===== src/sv/assert_macros.svh =====
// shared assertion macros for the rtl
`ifndef ASSERT_MACROS_SVH
`define ASSERT_MACROS_SVH

// condition implies consequence in the same cycle
`define ASSERT_SAME(label, clk, rst_n, ante, cons) \
    label: assert property (@(posedge clk) disable iff (!(rst_n)) (ante) |-> (cons)) \
        else $error("assertion failed");

// condition implies consequence in the next cycle
`define ASSERT_NEXT(label, clk, rst_n, ante, cons) \
    label: assert property (@(posedge clk) disable iff (!(rst_n)) (ante) |=> (cons)) \
        else $error("assertion failed");

`endif


===== src/sv/wve_pkg.sv =====
package wve_pkg;

    localparam int ALPHA_W      = 9;
    localparam int ANGLE_W      = 9;

    localparam logic [ALPHA_W-1:0] ALPHA_ONE   = 9'd256;
    localparam logic [ALPHA_W-1:0] ALPHA_RESET = 9'd38;
    localparam logic [ANGLE_W-1:0] DEG_PER_TURN = 9'd360;

    // item kinds
    localparam logic MODE_EDGE = 1'b0;
    localparam logic MODE_READ = 1'b1;

    // shared unit operations
    typedef enum logic [1:0] {
        OP_ADD = 2'd0,
        OP_SUB = 2'd1,
        OP_MUL = 2'd2
    } t_op;

endpackage


===== src/sv/wve_ifs.sv =====
interface wve_in_if;
    import wve_pkg::*;
    logic valid;
    logic ready;
    logic mode;
    logic b_level;
    modport source (output valid, output mode, output b_level, input ready);
    modport sink (input valid, input mode, input b_level, output ready);
endinterface

interface wve_out_if;
    import wve_pkg::*;
    logic               valid;
    logic               ready;
    logic               updated;
    logic [ANGLE_W-1:0] angle_deg;
    modport source (output valid, output updated, output angle_deg, input ready);
    modport sink (input valid, input updated, input angle_deg, output ready);
endinterface

interface wve_cfg_if;
    import wve_pkg::*;
    logic               valid;
    logic               ready;
    logic [ALPHA_W-1:0] data;
    modport source (output valid, output data, input ready);
    modport sink (input valid, input data, output ready);
endinterface


===== src/sv/wve_unit.sv =====
module wve_unit #(
    parameter int W  = 27,
    parameter int MA = 8,
    parameter int MB = 18
) (
    input  wve_pkg::t_op          i_op,
    input  logic signed [W-1:0]   i_a,
    input  logic signed [W-1:0]   i_b,
    output logic signed [W-1:0]   o_res
);
    import wve_pkg::*;

    logic [MA+MB-1:0] prod;

    // unsigned product of the low operand bits
    assign prod = i_a[MA-1:0] * i_b[MB-1:0];

    always_comb begin
        unique case (i_op)
            OP_ADD:  o_res = i_a + i_b;
            OP_SUB:  o_res = i_a - i_b;
            OP_MUL:  o_res = $signed({{(W-MA-MB){1'b0}}, prod});
            default: o_res = i_a;
        endcase
    end

endmodule


===== src/sv/wind_vane_encoder_filter.sv =====
// wind vane encoder filter: an edge word (mode 0) steps the raw position up when b_level
// is high and down when low, modulo COUNTS_PER_TURN, and gives no result; the next word
// can follow it straight away. a read word (mode 1) always gives one result word. with
// no edge since the last read it reports updated=0, angle 0: the read goes straight to
// the result register load, and the input is ready again once the result is loaded.
// otherwise the circular exponential filter runs on one shared adder/multiplier under a
// small sequencer: difference, wrap, magnitude, alpha multiply, add, wrap, then one
// multiply by a fixed-point degree scale that turns the whole position into degrees, then
// the result register load. the next word is taken once the seven sequencer steps and
// the load step are through. the input is not ready while a read is being processed, and
// a read also waits while the previous result word is still held in the output register.
// edge words are still taken while a result waits. alpha is Q1.8 (reset 38), values
// above 256 act as 256; write it only when idle.
`include "assert_macros.svh"

module wind_vane_encoder_filter #(
    parameter int COUNTS_PER_TURN = 256,
    parameter int FRAC_BITS       = 8
) (
    input  logic      i_clk,
    input  logic      i_rst_n,
    wve_in_if.sink    i_in,
    wve_out_if.source o_out,
    wve_cfg_if.sink   i_cfg
);
    import wve_pkg::*;

    // position width, filtered width, multiplier b width, shared datapath width
    localparam int CW = $clog2(COUNTS_PER_TURN);
    localparam int FW = CW + FRAC_BITS;
    localparam int MW = CW + 10;
    localparam int AW = (FRAC_BITS > CW + 9) ? (CW + FRAC_BITS + 2) : (2 * CW + 11);
    localparam int SW = AW + FRAC_BITS;
    localparam int DEG_SHIFT = 2 * CW;

    localparam logic [CW-1:0]        POS_MAX  = CW'(COUNTS_PER_TURN - 1);
    localparam logic signed [AW-1:0] N_TURN   = AW'(COUNTS_PER_TURN);
    localparam logic signed [AW-1:0] HALF     = AW'(COUNTS_PER_TURN / 2);
    localparam logic signed [AW-1:0] NEG_HALF = -HALF;
    localparam logic signed [AW-1:0] SPAN     = N_TURN <<< FRAC_BITS;

    // degree scale: ceil(360 * 2^(2*cw) / counts), exact floor for every whole position
    localparam longint DEG_NUM = longint'(DEG_PER_TURN) << DEG_SHIFT;
    localparam logic [MW-1:0] DEG_SCALE =
        MW'((DEG_NUM + longint'(COUNTS_PER_TURN) - 1) / longint'(COUNTS_PER_TURN));

    typedef enum logic [8:0] {
        S_IDLE  = 9'b000000001,
        S_DIFF  = 9'b000000010,
        S_WRAP  = 9'b000000100,
        S_ABS   = 9'b000001000,
        S_MULA  = 9'b000010000,
        S_STEP  = 9'b000100000,
        S_WRAPF = 9'b001000000,
        S_MULD  = 9'b010000000,
        S_PUT   = 9'b100000000
    } t_state;

    t_state              r_state, n_state;
    logic [CW-1:0]       r_pos;
    logic [FW-1:0]       r_fp;
    logic                r_changed;
    logic [ALPHA_W-1:0]  r_alpha;
    logic signed [AW-1:0] r_acc;
    logic                r_neg;
    logic                r_upd;       // result kind waiting for the output register
    logic                r_ov;
    logic                r_out_upd;
    logic [ANGLE_W-1:0]  r_out_angle;

    t_op                 u_op;
    logic signed [AW-1:0] u_a, u_b, u_res;
    logic [ALPHA_W-1:0]  alpha_sat;
    logic [SW-1:0]       step_full;
    logic                in_acc, out_free;

    assign i_cfg.ready = 1'b1;
    assign i_in.ready  = (r_state == S_IDLE);
    assign in_acc      = i_in.valid && i_in.ready;
    assign out_free    = !r_ov || o_out.ready;

    assign o_out.valid     = r_ov;
    assign o_out.updated   = r_out_upd;
    assign o_out.angle_deg = r_out_angle;

    // alpha above one turns into full tracking
    assign alpha_sat = (r_alpha > ALPHA_ONE) ? ALPHA_ONE : r_alpha;

    // step magnitude: (alpha * mag) << frac >> 8, truncated
    assign step_full = {r_acc, {FRAC_BITS{1'b0}}} >> 8;

    wve_unit #(
        .W  (AW),
        .MA (CW),
        .MB (MW)
    ) u_unit (
        .i_op  (u_op),
        .i_a   (u_a),
        .i_b   (u_b),
        .o_res (u_res)
    );

    // operand selection per sequencer step
    always_comb begin
        u_op = OP_ADD;
        u_a  = r_acc;
        u_b  = '0;
        unique case (r_state)
            S_DIFF: begin
                u_op = OP_SUB;
                u_a  = $signed({{(AW-CW){1'b0}}, r_pos});
                u_b  = $signed({{(AW-CW){1'b0}}, r_fp[FW-1:FRAC_BITS]});
            end
            S_WRAP: begin
                priority if (r_acc > HALF) begin
                    u_op = OP_SUB;
                    u_b  = N_TURN;
                end else if (r_acc < NEG_HALF) begin
                    u_b  = N_TURN;
                end else begin
                    u_b  = '0;
                end
            end
            S_ABS: begin
                if (r_acc[AW-1]) begin
                    u_op = OP_SUB;
                    u_a  = '0;
                    u_b  = r_acc;
                end
            end
            S_MULA: begin
                u_op = OP_MUL;
                u_b  = $signed({{(AW-ALPHA_W){1'b0}}, alpha_sat});
            end
            S_STEP: begin
                u_op = r_neg ? OP_SUB : OP_ADD;
                u_a  = $signed({{(AW-FW){1'b0}}, r_fp});
                u_b  = $signed(step_full[AW-1:0]);
            end
            S_WRAPF: begin
                priority if (r_acc >= SPAN) begin
                    u_op = OP_SUB;
                    u_b  = SPAN;
                end else if (r_acc[AW-1]) begin
                    u_b  = SPAN;
                end else begin
                    u_b  = '0;
                end
            end
            S_MULD: begin
                // whole position times the degree scale, degrees sit above bit 2*cw
                u_op = OP_MUL;
                u_a  = $signed({{(AW-CW){1'b0}}, r_fp[FW-1:FRAC_BITS]});
                u_b  = $signed({{(AW-MW){1'b0}}, DEG_SCALE});
            end
            S_IDLE, S_PUT: begin
                u_op = OP_ADD;
            end
            default: begin
                u_op = OP_ADD;
            end
        endcase
    end

    // sequencer
    always_comb begin
        n_state = r_state;
        unique case (r_state)
            S_IDLE: begin
                if (in_acc && i_in.mode == MODE_READ) begin
                    n_state = r_changed ? S_DIFF : S_PUT;
                end
            end
            S_DIFF:  n_state = S_WRAP;
            S_WRAP:  n_state = S_ABS;
            S_ABS:   n_state = S_MULA;
            S_MULA:  n_state = S_STEP;
            S_STEP:  n_state = S_WRAPF;
            S_WRAPF: n_state = S_MULD;
            S_MULD:  n_state = S_PUT;
            S_PUT: begin
                if (out_free) begin
                    n_state = S_IDLE;
                end
            end
            default: n_state = S_IDLE;
        endcase
    end

    always_ff @(posedge i_clk) begin
        if (!i_rst_n) begin
            r_state   <= S_IDLE;
            r_pos     <= '0;
            r_fp      <= '0;
            r_changed <= 1'b0;
            r_alpha   <= ALPHA_RESET;
            r_ov      <= 1'b0;
        end else begin
            r_state <= n_state;

            if (i_cfg.valid && i_cfg.ready) begin
                r_alpha <= i_cfg.data;
            end

            // edge word: step the raw counter round the turn
            if (in_acc && i_in.mode == MODE_EDGE) begin
                r_changed <= 1'b1;
                if (i_in.b_level) begin
                    r_pos <= (r_pos == POS_MAX) ? '0 : r_pos + 1'b1;
                end else begin
                    r_pos <= (r_pos == '0) ? POS_MAX : r_pos - 1'b1;
                end
            end

            if (r_state == S_WRAPF) begin
                r_fp      <= u_res[FW-1:0];
                r_changed <= 1'b0;
            end

            // a new word loads over a drained one in the same cycle
            if (r_state == S_PUT && out_free) begin
                r_ov <= 1'b1;
            end else if (r_ov && o_out.ready) begin
                r_ov <= 1'b0;
            end
        end
    end

    // datapath registers
    always_ff @(posedge i_clk) begin
        unique case (r_state)
            S_IDLE: begin
                r_upd <= r_changed;
            end
            S_DIFF, S_WRAP, S_MULA, S_STEP, S_WRAPF, S_MULD: begin
                r_acc <= u_res;
            end
            S_ABS: begin
                r_neg <= r_acc[AW-1];
                r_acc <= u_res;
            end
            S_PUT: begin
                if (out_free) begin
                    r_out_upd   <= r_upd;
                    r_out_angle <= r_upd ? r_acc[DEG_SHIFT +: ANGLE_W] : '0;
                end
            end
            default: begin
                r_acc <= r_acc;
            end
        endcase
    end

    // a read with nothing changed goes straight to the result register
    `ASSERT_NEXT(a_quiet_read, i_clk, i_rst_n,
        in_acc && i_in.mode == MODE_READ && !r_changed, r_state == S_PUT && !r_upd)
    // a stale result carries angle zero
    `ASSERT_SAME(a_stale_zero, i_clk, i_rst_n,
        o_out.valid && !o_out.updated, o_out.angle_deg == '0)
    // reported angle stays within one turn
    `ASSERT_SAME(a_angle_range, i_clk, i_rst_n, o_out.valid, o_out.angle_deg < 9'd360)
    // filtered position stays inside one turn
    `ASSERT_SAME(a_fp_range, i_clk, i_rst_n, 1'b1,
        $signed({{(AW-FW){1'b0}}, r_fp}) < SPAN)
    // the changed flag is clear once the filtered position is written
    `ASSERT_NEXT(a_flag_clear, i_clk, i_rst_n, r_state == S_WRAPF, !r_changed)

endmodule

===== src/flat_wrapper.sv =====
// flat-port wrapper written by rule: the top's interface ports become plain ports
module wind_vane_encoder_filter_flat import wve_pkg::*;
#(
    parameter int COUNTS_PER_TURN = 256,
    parameter int FRAC_BITS       = 8
)
  (i_clk, i_rst_n, i_in_valid, i_in_mode, i_in_b_level, i_in_ready, o_out_valid, o_out_updated, o_out_angle_deg, o_out_ready, i_cfg_valid, i_cfg_data, i_cfg_ready);
  wve_in_if i_in_i ();
  wve_out_if o_out_i ();
  wve_cfg_if i_cfg_i ();
  input  logic i_clk;
  input  logic i_rst_n;
  input wire logic [$bits(i_in_i.valid)-1:0] i_in_valid;
  input wire logic [$bits(i_in_i.mode)-1:0] i_in_mode;
  input wire logic [$bits(i_in_i.b_level)-1:0] i_in_b_level;
  output wire logic [$bits(i_in_i.ready)-1:0] i_in_ready;
  output wire logic [$bits(o_out_i.valid)-1:0] o_out_valid;
  output wire logic [$bits(o_out_i.updated)-1:0] o_out_updated;
  output wire logic [$bits(o_out_i.angle_deg)-1:0] o_out_angle_deg;
  input wire logic [$bits(o_out_i.ready)-1:0] o_out_ready;
  input wire logic [$bits(i_cfg_i.valid)-1:0] i_cfg_valid;
  input wire logic [$bits(i_cfg_i.data)-1:0] i_cfg_data;
  output wire logic [$bits(i_cfg_i.ready)-1:0] i_cfg_ready;
  assign i_in_i.valid = i_in_valid;
  assign i_in_i.mode = i_in_mode;
  assign i_in_i.b_level = i_in_b_level;
  assign i_in_ready = i_in_i.ready;
  assign o_out_valid = o_out_i.valid;
  assign o_out_updated = o_out_i.updated;
  assign o_out_angle_deg = o_out_i.angle_deg;
  assign o_out_i.ready = o_out_ready;
  assign i_cfg_i.valid = i_cfg_valid;
  assign i_cfg_i.data = i_cfg_data;
  assign i_cfg_ready = i_cfg_i.ready;
  wind_vane_encoder_filter #(.COUNTS_PER_TURN(COUNTS_PER_TURN), .FRAC_BITS(FRAC_BITS)) u_core (.i_clk(i_clk), .i_rst_n(i_rst_n), .i_in(i_in_i), .o_out(o_out_i), .i_cfg(i_cfg_i));
endmodule

===== config.mk =====
export PLATFORM = sky130hd
export DESIGN_NAME = wind_vane_encoder_filter_flat
export DESIGN_NICKNAME = d
export VERILOG_FILES = /design/src/sv/wve_pkg.sv /design/src/sv/wve_ifs.sv /design/src/sv/wve_unit.sv /design/src/sv/wind_vane_encoder_filter.sv /design/src/flat_wrapper.sv
export VERILOG_INCLUDE_DIRS = /design/src /design/src/sv
export SDC_FILE = /design/constraint.sdc
export NUM_CORES = 1
export LEC_CHECK = 0
export BUFFER_PORTS_ARGS = -buffer_cell sky130_fd_sc_hd__buf_4
export CELL_PAD_IN_SITES_DETAIL_PLACEMENT = 1
export CELL_PAD_IN_SITES_GLOBAL_PLACEMENT = 1
export CORE_ASPECT_RATIO = 2
export CORE_UTILIZATION = 54
export DETAILED_ROUTE_END_ITERATION = 10
export PLACE_DENSITY_LB_ADDON = 0.15
export SLEW_MARGIN = 20
export SYNTH_ARGS = -nofsm -noshare
export SYNTH_HDL_FRONTEND = slang
export SYNTH_SLANG_ARGS = --single-unit

===== constraint.sdc =====
create_clock -name i_clk -period 17.15 [get_ports i_clk]
set_input_delay 0 -clock i_clk [delete_from_list [all_inputs] [get_ports i_clk]]
set_output_delay 0 -clock i_clk [all_outputs]
set_load 0.02 [all_outputs]

==> results.ini <==
[worst_setup_path]
worst-setup-path-type=reg -> reg
crit_path_end_kind=register
crit_fanout=26
critPathLaunchType=register
cp.required_ns=17.23
cp_data_arrival_time_ns=8.47

[global_routing]
grt_max_degree=42
grt_pass1_vias=11388
grt_overflow=0
grt_usage_pct=38.5
grt_antenna_before_repair=2
grt_pass1_wl_um=59500

[place]
dpl.hpwl_um=29500
gp_congestion=0.991
dp.cells=1560
io_buffers=27

[yosys]
ys_types=88
synth_top_area_share_pct=17.8
syn_area_um2=10900
async_flop_share_pct=0
yosysWarnings=0
synth_edf_count=39
ys.flop_type=dfxtp_1
synth-seq-area-share_pct=18.8
ys_ff_latch=83
netlist_instances=1316
synth.area.top_cells=fa_1 (18%), edfxtp_1 (11%), ha_1 (8.8%), dfxtp_1 (8.1%), nand2_1 (5.6%)
syn_avg_cell_area_um2=8.29
syn-num-nets=1506
synth_top_cell_by_area=fa_1

[layout]
final_common_cell=nand2_1
area_growth_pct=7.35
finalNetCount=1510
drive_gt1_share_pct=7.47
final_cells=1588
final_cell_mix=nand2_1 (164), inv_1 (137), nor2_1 (114), fa_1 (97), ha_1 (77)

[detailed_routing]
vias=10247
vias_per_cell=6.45
postRouteAntennaNets=0
drc=0
dr.pass1.iters=7
avgRoutedWirePerCell_um=23.9
drtIter0Drc=570
wl_um=37900

[run]
drv_cap=0

[clock_network]
post_cts_resized=0
cts_root_buf=clkbuf_16
post_cts_buffers=0
cts_tree=yes
clock_latency_ns=0.37
cts_sinks=83
cts_buffers=9
clock_path_buffers=2
clk_pin_slew_ns=0.08
htreeDepth=3

[power_and_ir_drop]
leakage_nw=5.10
ir_worst_vdd_v=0.0000735
power.density_nw_per_um2=44.3

[floorplanning]
die_area_um2=20800
fp-row-count=73
core_um2=19800
die_x_um=103
start_util_pct=55.1
ios=29
die_y_um=203

[sta]
finalSetupViolCount=0
setup_tns_ns=0
final.setup_skew_ns=0.0181
hold_viol=0
fin_crit_ns=8.39
final_max_slew_viol_count=0
rsz0062_at_grt=no
fmax_mhz=119
tightest_slew_ns=1.09
slew_headroom_pct=27.2
period_share_pct=48.9

[run_status]
outcome=finished, final reports clean

[hold_path]
worstHoldPathType=in -> reg

[layout make-up]
cell class	count	area, um^2
multi-input cells	1033	8080
fillers	2461	8110
well taps	262	328
clock buffers	14	295
repair buffers	51	410
flip-flops and latches	83	2050
clock inverters	2	15.0
inverters	142	533
diodes	1	2.50
[Yosys cell counts (all sizes together) (5+ instances only)]
cell type / n
nor4: 8
a211oi: 11
nand2b: 16
inv: 141
a221o: 7
nor2: 114
nor3b: 8
nand3: 31
o21bai: 7
a221oi: 10
a21oi: 64
or4: 9
and2: 33
a21o: 17
o211a: 5
o31ai: 10
nand2: 164
o211ai: 7
a21boi: 14
nand4: 14
mux2i: 15
or2: 9
edfxtp: 39
fa: 97
or3: 9
o21ai: 72
xnor2: 33
nor2b: 14
ha: 77
a22o: 14
a31oi: 12
o21a: 6
clkbuf: 33
buf: 25
xor2: 21
dfxtp: 44
nor3: 36
and3: 10
nor4b: 8
[final timing paths]
check	startpoint	to	slack, ns	cells past startpoint
max	u_core.r_state[8]	u_core.r_acc[22]	8.76	23
min	i_cfg_valid	u_core.r_alpha[1]	0.004	3
max reg2reg	u_core.r_state[8]	u_core.r_acc[22]	8.76	23
min reg2reg	u_core.r_changed	u_core.r_state[1]	0.49	2
[per-layer routing]
layer | global-route usage (%) | up-vias | wire length (um)
li1 | - | 4553 | -
met2 | 69.4 | 410 | 20100
met1 | 39.2 | 5085 | 13100
met3 | 4.92 | 199 | 1690
met5 | 0 | - | 0
met4 | 28.2 | 0 | 3030
[what timing repair did]
item                       4_1_cts  5_1_grt
hold endpoints to repair        10        0
setup endpoints to repair        0        0
hold buffers                    11        0
[metrics by stage]
step	cell area, um^2	utilization [%]	hold WS [ns]	worst slack [ns]	total power [W]
6_report	11700	59.1	0.00382	8.76	0.000519
5_1_grt	11700	59.1	0.0311	8.26	0.000534
4_1_cts	11700	59.1	0.00180	8.89	0.000516
3_5_place_dp	11300	57.0	0.230	9.00	0.000312
3_3_place_gp	11300	57.0	0.216	9.20	0.000309
2_1_floorplan	10900	-	0.128	10.42	0.000286
[worst max-delay path, stage by stage, from the launching register on]
cell and delay [ns]:
dfxtp_1 0.36, nor4_1 0.54, nand2b_1 0.22, or4_4 0.57
inv_1 0.13, or4_1 0.16, o21ai_4 0.21, a221oi_2 0.72
inv_1 0.49, nand2_1 0.20, fa_1 0.46, fa_1 0.54
inv_1 0.05, fa_1 0.50, fa_1 0.49, ha_1 0.36
o21ai_0 0.26, a21oi_1 0.11, a221o_1 0.46, a21oi_1 0.41
o211ai_1 0.18, a31oi_1 0.26, xor2_1 0.30, o21ai_0 0.14
[logic make-up (layout without fill, tap and decap cells)]
family                   count (synthesis)  after routing  share of synthesized area (%)
adder cells (fa/ha/maj)                174            174                           26.6
buffers and inverters                  200            209                           7.32
XOR/XNOR                                54             54                           4.33
flip-flops                              83             83                           18.8
AND/OR/NAND/NOR                        498            498                           22.8
multiplexers                            16             16                           1.48
other                                    1              2                         0.0344
AO/OA/AOI/OAI                          290            290                           18.6
[power by group]
group / leakage [nW] / total (W) / internal, W / switching, W
Combinational: 4.23 / 0.0000831 / 0.0000319 / 0.0000512
Clock: 0.155 / 0.000206 / 0.000119 / 0.0000868
Sequential: 0.712 / 0.000230 / 0.000217 / 0.0000127
Total: 5.10 / 0.000519 / 0.000368 / 0.000151
[flip-flops by register name (all words and copies together) (netlist names), 8 cells and up]
| name | count |
|---|---|
| u_core.r_state | 9 |
| u_core.r_pos | 8 |
| u_core.o_out.angle_deg | 9 |
| u_core.r_acc | 27 |
| u_core.r_fp | 16 |
| u_core.r_alpha | 9 |
No activity file was read; power rests on OpenSTA's default activity.
